[src/rtl/bsmr_pkg.sv]
// Shared constants and types for the bounded stack with multi-pop and reserve.
package bsmr_pkg;

  localparam int STACK_DEPTH = 16;   // default number of stack cells
  localparam int MAX_RESULTS = 16;   // result beats one command may emit
  localparam int DATA_W      = 32;
  localparam int KIND_W      = 2;
  localparam int COUNT_W     = 8;
  localparam int STATUS_W    = 2;
  localparam int FILL_W      = 5;

  // command kinds
  localparam logic [KIND_W-1:0] KIND_PUSH    = 2'd0;
  localparam logic [KIND_W-1:0] KIND_POP     = 2'd1;
  localparam logic [KIND_W-1:0] KIND_RESERVE = 2'd2;

  // status codes
  localparam logic [STATUS_W-1:0] STAT_OK       = 2'd0;
  localparam logic [STATUS_W-1:0] STAT_FULL     = 2'd1;
  localparam logic [STATUS_W-1:0] STAT_EMPTY    = 2'd2;
  localparam logic [STATUS_W-1:0] STAT_NO_ROOM  = 2'd3;

  // how every cell moves in a cycle
  typedef enum logic [1:0] {
    SH_HOLD,
    SH_DOWN,   // take the word of the cell nearer the top
    SH_UP      // take the word of the cell farther from the top
  } shift_t;

  typedef enum logic {
    ST_IDLE,
    ST_RUN
  } state_t;

endpackage

[src/rtl/bounded_stack_multi_pop_reserve.sv]
// Top level: bounded LIFO stack built as a rotating chain of word cells.
// Usage: drive kind/value/count and raise start while busy is low; the
// command is taken at that clock edge. Push, failed commands and zero-count
// commands give one result beat; pop and reserve give one beat per entry
// moved (at most MAX_RESULTS), the final one flagged by last.
// Results appear on data/status/fill_level/last for exactly one cycle with
// strobe high, starting the cycle after the command is taken; the receiver
// cannot stall, so beats are never held. A multi-entry pop or reserve keeps
// busy high until its final beat is produced; single-beat commands leave
// busy low, and a new command may follow at once.
// The rate is set by the cell chain, which rotates one position per beat.
// Cell 0 always holds the word at the top of the stack; cell j holds the
// slot j below it, wrapping around, so the slots above the fill pointer sit
// at the far end of the chain. Push and reserve rotate toward the far end
// (push inserting the new word), pop rotates back toward cell 0.
// Reset (synchronous, active high) clears every cell to zero, empties the
// stack and drops busy and strobe.
module bounded_stack_multi_pop_reserve #(
  parameter int DEPTH = bsmr_pkg::STACK_DEPTH
) (
  input  logic                                 clk,
  input  logic                                 rst,
  input  logic                                 start,
  output logic                                 busy,
  input  logic [bsmr_pkg::KIND_W-1:0]          kind,
  input  logic signed [bsmr_pkg::DATA_W-1:0]   value,
  input  logic [bsmr_pkg::COUNT_W-1:0]         count,
  output logic                                 strobe,
  output logic signed [bsmr_pkg::DATA_W-1:0]   data,
  output logic [bsmr_pkg::STATUS_W-1:0]        status,
  output logic [bsmr_pkg::FILL_W-1:0]          fill_level,
  output logic                                 last
);
  import bsmr_pkg::*;

  localparam int CW = $clog2(DEPTH + 1);        // fill pointer width
  localparam int KW = $clog2(MAX_RESULTS + 1);  // beat counter width
  localparam int MW = CW + COUNT_W;             // compare width for clipping

  // chain of cells
  logic signed [DATA_W-1:0] cell_q [DEPTH];
  logic signed [DATA_W-1:0] head_in;
  shift_t                   mode;

  for (genvar j = 0; j < DEPTH; j++) begin : g_cell
    logic signed [DATA_W-1:0] prev_w;
    logic signed [DATA_W-1:0] next_w;
    if (j == 0) begin : g_first
      assign prev_w = head_in;
    end else begin : g_mid_prev
      assign prev_w = cell_q[j-1];
    end
    if (j == DEPTH - 1) begin : g_last
      assign next_w = cell_q[0];     // popped word wraps to the far end
    end else begin : g_mid_next
      assign next_w = cell_q[j+1];
    end
    bsmr_cell u_cell (
      .clk       (clk),
      .rst       (rst),
      .mode      (mode),
      .from_prev (prev_w),
      .from_next (next_w),
      .q         (cell_q[j])
    );
  end

  // control state
  state_t        state, state_next;
  logic [CW-1:0] top, top_next;
  logic [KW-1:0] rem, rem_next;
  logic          run_pop, run_pop_next;

  // result beat, before the output register
  logic                       res_en;
  logic signed [DATA_W-1:0]   res_data;
  logic [STATUS_W-1:0]        res_status;
  logic                       res_last;
  logic [FILL_W-1:0]          res_fill;

  logic [KW-1:0] pop_k, rsv_k;

  // clipped entry counts for the command on the ports
  always_comb begin
    logic [MW-1:0] req;
    logic [MW-1:0] avail;
    logic [MW-1:0] room;
    logic [MW-1:0] m;
    req   = {{CW{1'b0}}, count};
    avail = {{COUNT_W{1'b0}}, top};
    room  = MW'(DEPTH) - avail;
    m     = (req < avail) ? req : avail;
    if (m > MW'(MAX_RESULTS)) m = MW'(MAX_RESULTS);
    pop_k = KW'(m);
    m     = (req < room) ? req : room;
    if (m > MW'(MAX_RESULTS)) m = MW'(MAX_RESULTS);
    rsv_k = KW'(m);
  end

  always_comb begin
    logic [CW+FILL_W-1:0] fill_ext;
    state_next   = state;
    top_next     = top;
    rem_next     = rem;
    run_pop_next = run_pop;
    mode         = SH_HOLD;
    head_in      = cell_q[DEPTH-1];
    res_en       = 1'b0;
    res_data     = '0;
    res_status   = STAT_OK;
    res_last     = 1'b1;

    case (state)
      ST_IDLE: begin
        if (start) begin
          res_en = 1'b1;
          case (kind)
            KIND_PUSH: begin
              if (top < CW'(DEPTH)) begin
                mode     = SH_DOWN;
                head_in  = value;
                top_next = top + CW'(1);
              end else begin
                res_status = STAT_FULL;
              end
            end
            KIND_POP: begin
              if (pop_k == '0) begin
                res_status = STAT_EMPTY;
              end else begin
                res_data     = cell_q[0];
                mode         = SH_UP;
                top_next     = top - CW'(1);
                res_last     = (pop_k == KW'(1));
                rem_next     = pop_k - KW'(1);
                run_pop_next = 1'b1;
                if (!res_last) state_next = ST_RUN;
              end
            end
            KIND_RESERVE: begin
              if (rsv_k == '0) begin
                res_status = STAT_NO_ROOM;
              end else begin
                res_data     = cell_q[DEPTH-1];
                mode         = SH_DOWN;
                top_next     = top + CW'(1);
                res_last     = (rsv_k == KW'(1));
                rem_next     = rsv_k - KW'(1);
                run_pop_next = 1'b0;
                if (!res_last) state_next = ST_RUN;
              end
            end
            default: ;   // unused kind: status-only beat, nothing moves
          endcase
        end
      end
      ST_RUN: begin
        res_en   = 1'b1;
        res_last = (rem == KW'(1));
        rem_next = rem - KW'(1);
        if (run_pop) begin
          res_data = cell_q[0];
          mode     = SH_UP;
          top_next = top - CW'(1);
        end else begin
          res_data = cell_q[DEPTH-1];
          mode     = SH_DOWN;
          top_next = top + CW'(1);
        end
        if (res_last) state_next = ST_IDLE;
      end
      default: state_next = ST_IDLE;
    endcase

    // fill_level reports the low bits of the pointer after the action
    fill_ext = {{FILL_W{1'b0}}, top_next};
    res_fill = fill_ext[FILL_W-1:0];
  end

  always_ff @(posedge clk) begin
    if (rst) begin
      state   <= ST_IDLE;
      top     <= '0;
      rem     <= '0;
      run_pop <= 1'b0;
      strobe  <= 1'b0;
    end else begin
      state   <= state_next;
      top     <= top_next;
      rem     <= rem_next;
      run_pop <= run_pop_next;
      strobe  <= res_en;
    end
  end

  // result payload, valid while strobe is high
  always_ff @(posedge clk) begin
    if (res_en) begin
      data       <= res_data;
      status     <= res_status;
      fill_level <= res_fill;
      last       <= res_last;
    end
  end

  assign busy = (state == ST_RUN);

endmodule

[src/rtl/bsmr_cell.sv]
// One word cell of the rotating stack chain.
module bsmr_cell (
  input  logic                                clk,
  input  logic                                rst,
  input  bsmr_pkg::shift_t                    mode,
  input  logic signed [bsmr_pkg::DATA_W-1:0]  from_prev,
  input  logic signed [bsmr_pkg::DATA_W-1:0]  from_next,
  output logic signed [bsmr_pkg::DATA_W-1:0]  q
);
  import bsmr_pkg::*;

  always_ff @(posedge clk) begin
    if (rst) begin
      q <= '0;
    end else begin
      case (mode)
        SH_DOWN: q <= from_prev;
        SH_UP:   q <= from_next;
        default: q <= q;
      endcase
    end
  end

endmodule
[config.mk]
export PLATFORM = sky130hd
export DESIGN_NAME = bounded_stack_multi_pop_reserve
export DESIGN_NICKNAME = d
export VERILOG_FILES = /design/src/rtl/bsmr_pkg.sv /design/src/rtl/bounded_stack_multi_pop_reserve.sv /design/src/rtl/bsmr_cell.sv
export SDC_FILE = /design/constraint.sdc
export NUM_CORES = 1
export LEC_CHECK = 0
export BUFFER_PORTS_ARGS = -buffer_cell sky130_fd_sc_hd__buf_4
export CORE_MARGIN = 5
export CORE_UTILIZATION = 50
export DETAILED_ROUTE_END_ITERATION = 7
export PLACE_DENSITY = 0.65
export SLEW_MARGIN = 25
export SYNTH_ARGS = -nofsm -noshare
export SYNTH_HDL_FRONTEND = slang
export SYNTH_SLANG_ARGS = --single-unit
[constraint.sdc]
create_clock -name clk -period 5.21 [get_ports clk]
set_input_delay 0.7815 -clock clk [delete_from_list [all_inputs] [get_ports clk]]
set_output_delay 0.7815 -clock clk [all_outputs]
set_load 0.01 [all_outputs]
==> report_table.html <==
<table>
<tr><th>Metric</th><th>Value</th></tr>
<tr><th colspan="2">CTS</th></tr>
<tr><td>Cts-stage hold buffer count</td><td>0</td></tr>
<tr><td>Longest Clk Path Bufs</td><td>3</td></tr>
<tr><td>CTS tree</td><td>yes</td></tr>
<tr><td>Clock slew at the register clock pins of the worst setup and hold paths</td><td>0.07 ns</td></tr>
<tr><td>Count of H-tree levels built during CTS</td><td>2</td></tr>
<tr><td>Clock latency at the later pin of the worst-skew pair</td><td>0.63 ns</td></tr>
<tr><td>CTS root buffer</td><td>clkbuf_16</td></tr>
<tr><td>Clock tree sinks</td><td>565</td></tr>
<tr><td>TritonCTS Buffers</td><td>59</td></tr>
<tr><th colspan="2">Place</th></tr>
<tr><td>Cell count after placement</td><td>3868</td></tr>
<tr><td>Final HPWL DP</td><td>39.9 mm</td></tr>
<tr><td>Port Buf Inserts</td><td>86</td></tr>
<tr><td>GP Congestion</td><td>0.840</td></tr>
<tr><th colspan="2">Setup path</th></tr>
<tr><td>Worst endpoint data arrival time</td><td>5.32 ns</td></tr>
<tr><td>CP endpoint kind</td><td>flop</td></tr>
<tr><td>Slack of the worst reg-to-reg path</td><td>0.37 ns</td></tr>
<tr><td>Req. time, crit path</td><td>5.69 ns</td></tr>
<tr><td>Beginning of the worst register-to-register path</td><td>top[1]$_SDFF_PP0_</td></tr>
<tr><td>Largest fanout of any net on the critical path</td><td>12</td></tr>
<tr><td>Crit-path max cell delay</td><td>0.50 ns</td></tr>
<tr><td>Nature of the critical path startpoint</td><td>flop</td></tr>
<tr><td>Worst r2r path cells</td><td>26</td></tr>
<tr><td>Category of the critical setup timing path</td><td>flop to flop</td></tr>
<tr><td>Most used cell along the critical path</td><td>ha_1</td></tr>
<tr><td>Endpoint of the worst register-to-register path</td><td>g_cell[0].u_cell.q[18]$_SDFFE_PP0P_</td></tr>
<tr><td>Slowest stage cell, crit path</td><td>or3b_2</td></tr>
<tr><th colspan="2">Drt</th></tr>
<tr><td>Total Wirelength</td><td>61.2 mm</td></tr>
<tr><td>Wire per inst</td><td>15.4 um</td></tr>
<tr><td>Via density per instance</td><td>5.41</td></tr>
<tr><td>Number of iterations in the first detailed-routing pass</td><td>5</td></tr>
<tr><td>Vias post-DR</td><td>21.6k</td></tr>
<tr><td>Remaining antenna violation count after routing</td><td>0</td></tr>
<tr><td>DRC violations left</td><td>0</td></tr>
<tr><td>Number of DRC markers after the initial detailed-route iteration</td><td>1504</td></tr>
<tr><th colspan="2">Floorplanning</th></tr>
<tr><td>Core Footprint</td><td>0.0526 sq mm</td></tr>
<tr><td>Total Die Area</td><td>0.0578 sq mm</td></tr>
<tr><td>Chip Width</td><td>240 um</td></tr>
<tr><td>Std cell rows</td><td>84</td></tr>
<tr><td>Initial standard-cell utilization of the core</td><td>50.5%</td></tr>
<tr><td>IO Pins</td><td>87</td></tr>
<tr><td>Vertical die dimension</td><td>240 um</td></tr>
<tr><th colspan="2">STA</th></tr>
<tr><td>Final setup fails</td><td>0</td></tr>
<tr><td>Tightest Pin Transition</td><td>0.975 ns</td></tr>
<tr><td>Unrepaired setup endpoints after global routing</td><td>no</td></tr>
<tr><td>Setup skew after layout</td><td>0.0298 ns</td></tr>
<tr><td>Maximum clock rate</td><td>207 MHz</td></tr>
<tr><td>Time the final worst path needs with I/O delays and setup</td><td>4.84 ns</td></tr>
<tr><td>Number of hold violations in the final report</td><td>0</td></tr>
<tr><td>Number of max-slew violations in the final report</td><td>0</td></tr>
<tr><td>Remaining max-slew budget at the tightest pin</td><td>35.0%</td></tr>
<tr><td>Part of the cycle the worst path needs</td><td>92.8%</td></tr>
<tr><th colspan="2">Logic synthesis</th></tr>
<tr><td>Gate Count Post-Synth</td><td>3222</td></tr>
<tr><td>Synth top area share</td><td>39.6%</td></tr>
<tr><td>Number of different library cells in the post-synthesis netlist</td><td>67</td></tr>
<tr><td>FFs w/ async S/R, synth</td><td>0%</td></tr>
<tr><td>Number of flops mapped to enable cells by yosys</td><td>40</td></tr>
<tr><td>Seq cells post-synth</td><td>565</td></tr>
<tr><td>Sequential element share of the synthesized area</td><td>44.1%</td></tr>
<tr><td>Cell types with the largest area share after synthesis</td><td>dfxtp_1 (40%), mux2i_1 (19%), nor2_1 (15%)</td></tr>
<tr><td>Net count after synthesis</td><td>3292</td></tr>
<tr><td>Top FF cell, synth</td><td>dfxtp_1</td></tr>
<tr><td>Largest area contributor in the netlist</td><td>dfxtp_1</td></tr>
<tr><td>Area of the mapped netlist</td><td>0.0265 sq mm</td></tr>
<tr><td>Yosys warnings</td><td>0</td></tr>
<tr><td>Avg Synthesized Cell Area</td><td>8.23 sq um</td></tr>
<tr><th colspan="2">Power</th></tr>
<tr><td>Pwr dens</td><td>342 mW/mm^2</td></tr>
<tr><td>Maximum VDD drop</td><td>0.261 mV</td></tr>
<tr><td>Static leakage</td><td>10.3 nW</td></tr>
<tr><th colspan="2">GRT</th></tr>
<tr><td>Global-route wire length before repair</td><td>98.9 mm</td></tr>
<tr><td>Number of global-route vias before repair</td><td>19.6k</td></tr>
<tr><td>Number of antenna violations at the first check in global routing</td><td>3</td></tr>
<tr><td>GRT Total Usage</td><td>20.3%</td></tr>
<tr><td>Pin count of the biggest net entering global routing</td><td>150</td></tr>
<tr><td>Total congestion overflow</td><td>0</td></tr>
<tr><th colspan="2">Hold path</th></tr>
<tr><td>Endpoint with the worst hold slack</td><td>rem[1]$_SDFFE_PP0P_</td></tr>
<tr><td>Hold-critical path depth</td><td>2</td></tr>
<tr><td>Worst hold-check path type</td><td>flop to flop</td></tr>
<tr><td>Hold Crit Start</td><td>rem[1]$_SDFFE_PP0P_</td></tr>
<tr><th colspan="2">Layout</th></tr>
<tr><td>Fraction of layout cells with a size suffix above 1</td><td>10.4%</td></tr>
<tr><td>Most frequent standard cell in the layout excluding fill and tap cells</td><td>nor2_1</td></tr>
<tr><td>Layout Area Growth over Synthesis</td><td>16.4%</td></tr>
<tr><td>Commonest cells after routing, fill and taps aside</td><td>nor2_1 (1073), a21oi_1 (567), dfxtp_1 (525)</td></tr>
<tr><td>Post-layout instance count excluding filler cells</td><td>3981</td></tr>
<tr><td>FILL cells</td><td>4544</td></tr>
<tr><td>Post-layout net count</td><td>3317</td></tr>
<tr><td>Sequential cell area</td><td>0.0117 sq mm</td></tr>
<tr><td>Total area of multi-input combinational cells</td><td>0.0138 sq mm</td></tr>
<tr><td>Share of the core filled with cells</td><td>58.7%</td></tr>
<tr><th colspan="2">Flow run</th></tr>
<tr><td>Total of max-cap violations</td><td>0</td></tr>
<tr><th colspan="2">Outcome</th></tr>
<tr><td>Result of the run</td><td>completed</td></tr>
</table>
==> routing by layer <==
layer	GRT usage (%)	routed length (um)	vias up
li1	-	-	11033
met5	0	12	-
met3	3.93	3260	86
met2	32.3	27300	386
met4	5.28	1200	2
met1	28.7	29500	10046
==> state kept, by name (all words and copies together) (netlist names) <==
signal           count
rem                  5
fill_level           5
g_cell.u_cell.q    512
data                32
strobe               1
run_pop              1
busy                 1
top                  5
last                 1
status               2
==> final cells by class <==
cell class / instances / area share (%)
clock inverter: 21 / 0.815
tap: 688 / 2.79
multi-input combinational: 2380 / 44.8
inverter: 23 / 0.280
timing repair buffer: 218 / 7.79
antenna: 1 / 0.00811
sequential: 565 / 37.9
clock buffer: 85 / 5.56
==> repair_timing <==
action                                  4_1_cts  5_1_grt
endpoints found under the setup margin        0      510
gates resized for setup                       0        7
buffers inserted                              0        3
hold endpoints to repair                      0        0
==> stage by stage <==
step                      TNS, ns  area [sq um]  hold WS [ns]  worst slack, ns  total power [mW]
after floorplan            -0.562         26600         0.439          -0.0187              5.72
after global placement          0         28800         0.456            0.243              6.36
after detailed placement        0         28800         0.467            0.188              6.38
after CTS                       0         30700         0.475            0.141              10.6
after global routing            0         30900         0.503           0.0151              11.0
final                           0         30900         0.472            0.375              10.6
==> worst max-delay path, delay by kind of cell (launching register included) <==
kind                     cells  cell delay (ns)
AO/OA/AOI/OAI                8             1.42
adder cells (fa/ha/maj)      5             1.11
buffers and inverters        7             0.95
AND/OR/NAND/NOR              6             0.80
flip-flops                   1             0.38
==> how the worst max path moves through the flow <==
stage	startpoint	end	slack [ns]
after floorplan	top[0]$_SDFF_PP0_	g_cell[12].u_cell.q[20]$_SDFFE_PP0P_	-0.02
after CTS	top[1]$_SDFF_PP0_	g_cell[5].u_cell.q[19]$_SDFFE_PP0P_	0.14
after detailed placement	top[1]$_SDFF_PP0_	g_cell[5].u_cell.q[19]$_SDFFE_PP0P_	0.19
after global placement	top[1]$_SDFF_PP0_	g_cell[5].u_cell.q[18]$_SDFFE_PP0P_	0.24
after global routing	top[1]$_SDFF_PP0_	g_cell[8].u_cell.q[9]$_SDFFE_PP0P_	0.02
final	top[1]$_SDFF_PP0_	g_cell[0].u_cell.q[18]$_SDFFE_PP0P_	0.37
==> synthesized netlist by cell type (all sizes together), types with 7 or more instances <==
cell type and count:
nor2b 7, a21oi 568, inv 23, edfxtp 40, buf 72, a31oi 11
nor2 1074, a22o 33, ha 25, mux2i 516, nand3 14, xnor2 9
o21ai 13, nor3 16, nand2 30, clkbuf 182, dfxtp 525
==> cell families after synthesis <==
family                   count (synthesis)  synth area share, %
multiplexers                           520                 19.7
AO/OA/AOI/OAI                          664                 13.6
adder cells (fa/ha/maj)                 25                 1.18
buffers and inverters                  277                 4.03
AND/OR/NAND/NOR                       1162                 17.0
XOR/XNOR                                 9                0.297
flip-flops                             565                 44.1
==> power by group <==
group          leakage (nW)  switching (mW)  internal, mW
registers              4.64          0.0401          4.42
clock network         0.967            1.75          2.49
logic                  4.69            1.17         0.697
No activity file was read; power rests on OpenSTA's default activity.
